**src/hw/rtl/stk_pkg.sv**
```systemverilog
// Package for the source tokenizer: result and burst types, scan modes,
// token type and fault codes, and the keyword table. No dependencies.
package stk_pkg;

    localparam int LINE_BITS = 16;
    localparam int COLUMN_BITS = 16;
    localparam int MAX_RES = 6;
    localparam int RES_IDX_BITS = $clog2(MAX_RES + 1);
    localparam int NUM_KW = 12;

    typedef logic [LINE_BITS-1:0] line_t;
    typedef logic [COLUMN_BITS-1:0] col_t;

    localparam line_t LINE_MAX = {LINE_BITS{1'b1}};
    localparam col_t COL_MAX = {COLUMN_BITS{1'b1}};

    typedef enum logic [3:0] {
        MD_IDLE, MD_COMMENT, MD_SPACES, MD_AFTER_CR, MD_OP, MD_INT, MD_DOT,
        MD_FRAC, MD_WORD, MD_STR, MD_ESC, MD_DRAIN
    } mode_t;

    localparam logic [1:0] K_TEXT = 2'd0;
    localparam logic [1:0] K_TOKEN = 2'd1;
    localparam logic [1:0] K_ERROR = 2'd2;
    localparam logic [1:0] K_END = 2'd3;

    localparam logic [1:0] F_UNTERM = 2'd0;
    localparam logic [1:0] F_NEWLINE = 2'd1;
    localparam logic [1:0] F_ESCAPE = 2'd2;
    localparam logic [1:0] F_SYMBOL = 2'd3;
    localparam logic [1:0] F_NONE = 2'd0;

    localparam logic [5:0] TY_EOF = 6'd0;
    localparam logic [5:0] TY_WORD = 6'd2;
    localparam logic [5:0] TY_STRING = 6'd3;
    localparam logic [5:0] TY_INT = 6'd4;
    localparam logic [5:0] TY_FLOAT = 6'd5;
    localparam logic [5:0] TY_BOOL = 6'd6;
    localparam logic [5:0] TY_LPAREN = 6'd7;
    localparam logic [5:0] TY_RPAREN = 6'd8;
    localparam logic [5:0] TY_LBRACE = 6'd9;
    localparam logic [5:0] TY_RBRACE = 6'd10;
    localparam logic [5:0] TY_LBRACKET = 6'd11;
    localparam logic [5:0] TY_RBRACKET = 6'd12;
    localparam logic [5:0] TY_COMMA = 6'd13;
    localparam logic [5:0] TY_SEMI = 6'd14;
    localparam logic [5:0] TY_PLUS = 6'd15;
    localparam logic [5:0] TY_MINUS = 6'd16;
    localparam logic [5:0] TY_STAR = 6'd17;
    localparam logic [5:0] TY_SLASH = 6'd18;
    localparam logic [5:0] TY_PERCENT = 6'd19;
    localparam logic [5:0] TY_ASSIGN = 6'd20;
    localparam logic [5:0] TY_DEFINE = 6'd21;
    localparam logic [5:0] TY_NEQ = 6'd22;
    localparam logic [5:0] TY_BANG = 6'd23;
    localparam logic [5:0] TY_DOT = 6'd24;
    localparam logic [5:0] TY_SHL = 6'd25;
    localparam logic [5:0] TY_SHR = 6'd26;
    localparam logic [5:0] TY_LE = 6'd27;
    localparam logic [5:0] TY_GE = 6'd28;
    localparam logic [5:0] TY_LT = 6'd29;
    localparam logic [5:0] TY_GT = 6'd30;
    localparam logic [5:0] TY_ANDAND = 6'd31;
    localparam logic [5:0] TY_OROR = 6'd32;
    localparam logic [5:0] TY_AMP = 6'd33;
    localparam logic [5:0] TY_PIPE = 6'd34;
    localparam logic [5:0] TY_CARET = 6'd35;
    localparam logic [5:0] TY_TILDE = 6'd36;
    localparam logic [5:0] TY_SCOPE = 6'd37;
    localparam logic [5:0] TY_COLON = 6'd38;
    localparam logic [5:0] TY_ARROW = 6'd39;
    localparam logic [5:0] TY_AT = 6'd40;
    localparam logic [5:0] TY_RETURN = 6'd49;

    typedef struct packed {
        logic [1:0] kind;
        logic [7:0] text_byte;
        logic [5:0] tok_type;
        line_t tok_line;
        col_t tok_column;
        logic [1:0] fault_code;
    } result_t;

    typedef struct packed {
        result_t [MAX_RES-1:0] res;
        logic [RES_IDX_BITS-1:0] count;
    } burst_t;

    // Keyword spellings, padded with zero bytes to eight characters.
    localparam logic [7:0] KW_CHAR [NUM_KW][8] = '{
        '{"u", "s", "i", "n", "g", 8'h00, 8'h00, 8'h00},
        '{"l", "e", "t", 8'h00, 8'h00, 8'h00, 8'h00, 8'h00},
        '{"m", "u", "t", 8'h00, 8'h00, 8'h00, 8'h00, 8'h00},
        '{"f", "u", "n", "c", 8'h00, 8'h00, 8'h00, 8'h00},
        '{"i", "f", 8'h00, 8'h00, 8'h00, 8'h00, 8'h00, 8'h00},
        '{"e", "l", "s", "e", 8'h00, 8'h00, 8'h00, 8'h00},
        '{"w", "h", "i", "l", "e", 8'h00, 8'h00, 8'h00},
        '{"t", "y", "p", "e", 8'h00, 8'h00, 8'h00, 8'h00},
        '{"r", "e", "t", "u", "r", "n", 8'h00, 8'h00},
        '{"N", "o", "n", "e", 8'h00, 8'h00, 8'h00, 8'h00},
        '{"t", "r", "u", "e", 8'h00, 8'h00, 8'h00, 8'h00},
        '{"f", "a", "l", "s", "e", 8'h00, 8'h00, 8'h00}
    };
    localparam logic [2:0] KW_LEN [NUM_KW] = '{
        3'd5, 3'd3, 3'd3, 3'd4, 3'd2, 3'd4, 3'd5, 3'd4, 3'd6, 3'd4, 3'd4, 3'd5
    };
    localparam logic [5:0] KW_TYPE [NUM_KW] = '{
        6'd41, 6'd42, 6'd43, 6'd44, 6'd45, 6'd46, 6'd47, 6'd48, TY_RETURN, 6'd50,
        TY_BOOL, TY_BOOL
    };

endpackage

```
**src/hw/rtl/stk_queue.sv**
```systemverilog
// Two-entry queue of result bursts between the scanner and the output side.
// Depends on stk_pkg.
module stk_queue import stk_pkg::*;
(
    input  logic clk,
    input  logic rst_n,
    input  logic push,
    input  burst_t push_data,
    output logic push_ready,
    output logic pop_valid,
    output burst_t pop_data,
    input  logic pop
);

    burst_t mem [2];
    logic wr_reg, rd_reg;
    logic [1:0] cnt_reg;

    assign push_ready = cnt_reg != 2'd2;
    assign pop_valid = cnt_reg != 2'd0;
    assign pop_data = mem[rd_reg];

    always_ff @(posedge clk)
    begin
        if (push) mem[wr_reg] <= push_data;
    end

    always_ff @(posedge clk or negedge rst_n)
    begin
        if (!rst_n)
        begin
            wr_reg <= 1'b0;
            rd_reg <= 1'b0;
            cnt_reg <= 2'd0;
        end
        else
        begin
            if (push) wr_reg <= !wr_reg;
            if (pop) rd_reg <= !rd_reg;
            cnt_reg <= cnt_reg + {1'b0, push} - {1'b0, pop};
        end
    end

endmodule

```
**config.mk**
```make
export PLATFORM = sky130hd
export DESIGN_NAME = stk_queue
export DESIGN_NICKNAME = d
export VERILOG_FILES = /design/src/hw/rtl/stk_pkg.sv /design/src/hw/rtl/stk_queue.sv
export SDC_FILE = /design/constraint.sdc
export NUM_CORES = 1
export LEC_CHECK = 0
export ABC_CLOCK_PERIOD_IN_PS = 19400
export CAP_MARGIN = 15
export CORE_AREA = 2 2 238 240
export CTS_CLUSTER_SIZE = 20
export DETAILED_ROUTE_END_ITERATION = 10
export DIE_AREA = 0 0 240 242
export DONT_BUFFER_PORTS = 1
export SYNTH_ARGS = -nofsm -noshare
export SYNTH_HDL_FRONTEND = slang
export SYNTH_SLANG_ARGS = --single-unit
export TNS_END_PERCENT = 100
```
**constraint.sdc**
```tcl
create_clock -name clk -period 19.4 [get_ports clk]
set_input_delay 4.85 -clock clk [delete_from_list [all_inputs] [get_ports clk]]
set_output_delay 4.85 -clock clk [all_outputs]
set_load 0.05 [all_outputs]
```
# Yosys cells after proc, flatten, opt, wreduce, memory -nomap -nowiden
# Memory sizes are Yosys's and may differ from the RTL's.
# Index checks and enable logic that the tools add are counted.
# totals
elab_cells	12
in_bits	307
memories	1
reg_bits	4
ramBits	606
# op_classes
n_addsub	2
n_reduce_logical	3
eq_ne	1
muxes	2
# memory_table
memory	depth	word_bits	rd	rd_ports_with_merged_regs	wr	line	text
mem	2	303	1	0	1	stk_queue.sv:15	burst_t mem [2];
# op_table
operator	count
$add 2x1->2	1
$logic_not 1->1	2
$mux 1	2
$ne 2x2->1 const B	1
$reduce_bool 2->1	1
$sub 2x1->2	1

# Longest topological paths before layout
# Gate-level depths: netlist of the first run.
# logic_depth
ltp_word	2
depth_mapped	5

# Least setup slack after synthesis of the first run
# Ideal clock, no wire load.
# synth_path
kind	input port to flip-flop
from	in push
to	mem mem[0][0] in the netlist's numbering (enable)
slack_ns	0.517
required_time_ns	18.390
n_path_buf	0
stages	1
setup_ns	1.010
arrival_ns	17.873
path_cell_list	nor2b_1
# synth_via
elab_chain_len	2
# synth_lines
element	line	text
start, declared	stk_queue.sv:7	input logic push,
$mux 1	stk_queue.sv:25	if (push) mem[wr_reg] <= push_data;
$mux 1 (implied by the code)	stk_queue.sv:25	
end, declared	stk_queue.sv:15	
# Every way passes these cells.

==> out/qor.txt, run 1 <==
Die X: 240 µm
GP Congestion: 0.769
Antenna-violating nets left: 0
Post-Route WL: 45300 µm
Slew Viols, Final: 0
Distinct cells, synth: 14
Critical path peak fanout: 61
Top cell type's share of synthesized area: 0.786
Layout area overhead: 11.8%
CP Capture Type: output pin
Share of post-route cells with drive strength above 1: 0.393
R2R setup slack: 15870 ps
Cts hold-fix bufs: 0
Worst Skew: 21.1 ps
Sequential area share after synthesis: 0.791
Sink Count: 610
Crit path required time: 14550 ps
Pin count of the biggest net entering global routing: 76
Number of synthesized register bits: 610
Run status: complete, no violations
Vias/cell: 4.97
First-pass GRT wire length: 63000 µm
Core ar.: 55700 µm²
Number of gates resized after CTS: 0
Yosys warnings: 0
Final setup viols: 0
Final period util: 0.492
Cell count after synthesis: 958
CTS Buf Count: 60
Setup bufs post-CTS: 0
Detailed router's first-iteration violation count: 483
H-tree depth: 2
Synthesized area per cell: 24.2 µm²
Xor and xnor area share after synthesis: 0.00178
Worst-path clk slew: 60 ps
Worst min path class: reg2reg
Setup WS pre-CTS: 10450 ps
Max-cap viol count: 0
Final #Nets: 1309
Total gr overflow: 0
Syn_nets: 1267
Worst relative slew slack: 0.299
Crit path DAT: 4690 ps
Initial Util: 0.415
Io pins: 612
WL/cell: 25.1 µm
CTS tree: done
DP Wirelength: 30900 µm
Die ar.: 58100 µm²
Clock tree root driver cell: clkbuf_16
Largest family of logic cells by synthesized area: multiplexers
Max Fclk: 0.105 GHz
Mux contribution to synthesized area: 0.190
Power density over the cells: 190 nW/µm²
Initial antenna violation count: 0
Die Ht: 242 µm
Remaining DRCs: 0
RSZ-0062 raised after global routing: no
Setup TNS: 0 ps
Row cnt: 87
Slew @ Worst Pin: 1050 ps
Peak VDD IR: 0.000102 V
Max FFs per register: 606
Crit start category: flip-flop
Post-route minimum period: 9540 ps
Area contributors post-synth: edfxtp_1, mux2_4, mux2_2, buf_6, dfrtp_1
Tot GR Track Use: 0.149
Worst Setup Path Type: reg2out
Hold Vio Cnt, Final: 0
Static Leak: 9.15 nW
IO Port Bufs: 0
Final worst slack: 9860 ps
Detailed Routing Iterations Pass 1: 4
Mapped cell area: 23100 µm²
Vias in the first global route: 9184
Simple-Gate Fraction of Synth Area: 0.00108
Largest area contributor in the netlist: edfxtp_1
Routed vias: 8967
CTS Buffer Depth: 3
Worst-Skew Late Latency: 600 ps
Synth Area in Compound Gates: 0
Area share of fa/ha/maj cells after synthesis: 0.00108
## placed cells by master (no fill, tap or decap)
cell,Yosys,final
bufinv_16,0,9
buf_16,0,1
and2_4,0,1
buf_4,0,13
clkbuf_16,0,61
clkbuf_1,0,7
nand2b_1,1,1
diode_2,0,2
clkinv_1,0,12
clkinv_4,0,1
or2_2,1,1
clkinvlp_4,0,6
edfxtp_1,606,606
mux2_2,43,43
inv_1,2,2
nor2b_4,0,1
dfrtp_4,0,1
inv_6,0,3
dfrtp_1,4,3
ha_1,2,2
xor3_1,1,1
mux2_4,260,260
clkinv_2,0,11
xor2_1,2,2
## layout make-up
cell class	count	area, µm²
multi-input cells	312	4490
fillers	4625	29900
clock buffers	68	1550
inverters	2	7.51
diodes	2	5.00
clock inverters	42	450
repair buffers	14	125
well taps	756	946
flip-flops and latches	610	18300
## worst paths after layout
check	from	end	cells past startpoint
worst max register to register	wr_reg	mem[0][130]	3
worst min register to register	wr_reg	wr_reg	1
worst max-delay path	rd_reg	pop_data[17]	4
min in group asynchronous	rst_n	rd_reg	0
max in group asynchronous	rst_n	rd_reg	0
worst min-delay path	wr_reg	wr_reg	1
## cell families (layout without fill, tap and decap cells)
group / after synthesis / after routing
AND/OR/NAND/NOR: 4 / 4
buffers and inverters: 36 / 126
flip-flops: 610 / 610
other: 0 / 2
adder cells (fa/ha/maj): 2 / 2
multiplexers: 303 / 303
XOR/XNOR: 3 / 3
## layer usage
| metal | GRT usage | wire length, µm | vias to the layer above |
|---|---|---|---|
| li1 | - | - | 3914 |
| met1 | 0.153 | 15400 | 4546 |
| met2 | 0.254 | 22700 | 403 |
| met3 | 0.0738 | 5600 | 104 |
| met4 | 0.0643 | 1620 | 0 |
| met5 | 0 | 0 | - |
## per-stage QoR
| step | total power [mW] | hold slack, ps | cell area, µm² | util | instances |
|---|---|---|---|---|---|
| detailed placement | 3.80 | 549 | 23900 | 0.428 | 1694 |
| global placement | 3.78 | 529 | 23800 | 0.428 | 1693 |
| CTS | 4.97 | 561 | 25900 | 0.464 | 1804 |
| floorplan | 3.73 | 455 | 23100 | - | 958 |
| finish | 4.91 | 556 | 25900 | 0.464 | 1806 |
| global route | 5.07 | 610 | 25900 | 0.464 | 1804 |
## synth_stat cells
library cell,number
or2_2,1
inv_1,2
nand2b_1,1
buf_2,4
ha_1,2
dfrtp_1,4
buf_6,30
xor3_1,1
mux2_2,43
nor2b_1,1
edfxtp_1,606
mux2_4,260
and2_1,1
xor2_1,2
## worst max-delay path, stage by stage, from the launching register on
cell     delay, ps
dfrtp_4        800
buf_4          870
buf_4          810
buf_4          890
mux2_2         550
## where the power goes
group	leakage [nW]	total, mW	switching (mW)	internal (mW)
registers	5.73	1.83	0.0747	1.75
logic	2.45	1.92	1.41	0.503
clock network	0.968	1.17	0.473	0.692
total	9.15	4.91	1.96	2.95
Power figures use the tool's default switching activity.
==> run 2, diff against run 1 <==
--- a/config.mk
+++ b/config.mk
@@ -5,7 +5,7 @@
 export SDC_FILE = /design/constraint.sdc
 export NUM_CORES = 1
 export LEC_CHECK = 0
-export ABC_CLOCK_PERIOD_IN_PS = 19400
+export ABC_CLOCK_PERIOD_IN_PS = 9950
 export CAP_MARGIN = 15
 export CORE_AREA = 2 2 238 240
 export CTS_CLUSTER_SIZE = 20
==> constraint.sdc (replaced) <==
create_clock -name clk -period 9.95 [get_ports clk]
set_input_delay 2.4875 -clock clk [delete_from_list [all_inputs] [get_ports clk]]
set_output_delay 2.4875 -clock clk [all_outputs]
set_load 0.05 [all_outputs]
==> run 2 against run 1 <==
Against the previous run:
- final area is 0.46% higher
- final cell count is 0.17% lower
- clock-buffer cell count is 13 higher
- clock power is 100% higher
- sequential cell count stayed put
- worst hold slack worse by 16 ps
- first-iteration DRC count is 23% higher
- via count is 0.93% higher
- sequential share of layout area is 0.33 points lower
- largest cell class unchanged
- highest routed layer unchanged
==> out/qor.txt, run 2 (synthesized netlist as in run 1, its figures left out) <==
IO Port Bufs: 0
Critical path peak fanout: 62
CTS Buf Count: 66
HP Start: wr_reg
Final #Nets: 1309
Remaining DRCs: 0
Setup bufs post-CTS: 0
Worst r2r src: wr_reg
First-pass GRT wire length: 63800 µm
Crit path DAT: 3140 ps
Post-route minimum period: 5620 ps
Final setup viols: 0
DP Area: 23900 µm²
Filler instances: 4599
Worst Setup Path Type: reg2out
Max Fclk: 0.178 GHz
Tot GR Track Use: 0.152
CTS Buffer Depth: 3
Pin count of the biggest net entering global routing: 149
Layout Cells excl Fill: 1803
Vias in the first global route: 9340
Vias/cell: 5.02
Hold Vio Cnt, Final: 0
Worst-Skew Late Latency: 590 ps
Static Leak: 9.20 nW
Met2 Usage GRT: 0.258
Post-Route WL: 45900 µm
RSZ-0062 raised after global routing: no
Cts hold-fix bufs: 0
Slew Viols, Final: 0
Cells after DPL: 1688
Critical-path top delay cell: dfrtp_4
Sink Count: 610
Initial Util: 0.415
Setup crit start: rd_reg
Peak VDD IR: 0.000269 V
CP Capture Type: output pin
Max FFs per register: 606
Worst-path clk slew: 60 ps
Worst min path class: reg2reg
Share of post-route cells with drive strength above 1: 0.386
Final Power: 9.71 mW
Die X: 240 µm
Power density over the cells: 373 nW/µm²
Commonest non-fill, non-tap cell in the layout: edfxtp_1
Max stage delay on crit path: 1100 ps
Die Ht: 242 µm
Register area: 18300 µm²
GP Congestion: 0.787
Final period util: 0.565
Final worst slack: 4330 ps
Multi-input gate area: 4490 µm²
Setup TNS: 0 ps
Initial antenna violation count: 0
Setup WS pre-CTS: 4890 ps
Die ar.: 58100 µm²
Met1 layer usage reported by global route: 0.154
Worst path cell trace: buf_4 > mux2_2
WL/cell: 25.4 µm
Grt peak-use layer: met2
Number of gates resized after CTS: 0
Run status: complete, no violations
Io pins: 612
Global routing usage on met3: 0.0752
Worst relative slew slack: 0.287
Most frequent cells in the layout: edfxtp_1, mux2_4, clkbuf_16, mux2_2, clkinv_1
Clock tree root driver cell: clkbuf_16
Detailed Routing Iterations Pass 1: 4
Routed vias: 9050
Antenna-violating nets left: 0
Worst Skew: 14.8 ps
DP Wirelength: 30600 µm
Slew @ Worst Pin: 1070 ps
WHS: 541 ps
CTS tree: done
Layout area overhead: 12.3%
Crit path required time: 7460 ps
Final core utilization: 0.466
Total gr overflow: 0
Detailed router's first-iteration violation count: 594
Final Cell Area: 26000 µm²
Max-cap viol count: 0
Crit start category: flip-flop
Row cnt: 87
H-tree depth: 3
Core ar.: 55700 µm²
==> run 2: critical path: cells and delay by family, from the launching register on <==
family	cells	cell delay, ps
buf+inv	1	810
mux	1	550
flops	1	1100
==> run 2: final timing paths <==
path,end,slack [ps],cells past startpoint
max in group asynchronous,rd_reg,8270,0
worst min-delay path,wr_reg,540,1
min in group asynchronous,rd_reg,1600,0
worst max-delay path,pop_data[21],4330,2
worst min register to register,wr_reg,540,1
worst max register to register,mem[1][155],7540,2
==> run 2: final cells by class <==
class	instances	area share
Sequential cell	610	0.704
Multi-Input combinational cell	312	0.173
Clock buffer	81	0.0681
Tap cell	756	0.0364
Clock inverter	32	0.0136
Timing Repair Buffer	8	0.00472
Inverter	2	0.000289
Antenna cell	2	0.000193
==> run 2: metal layers <==
metal	wire length [µm]	vias up
met4	1670	0
met1	15500	4657
met5	0	-
li1	-	3910
met3	5250	90
met2	23400	393
==> run 2: power by group <==
| group | internal [mW] | switching (mW) |
|---|---|---|
| clock network | 1.43 | 0.962 |
| registers | 3.42 | 0.169 |
| logic | 0.987 | 2.75 |
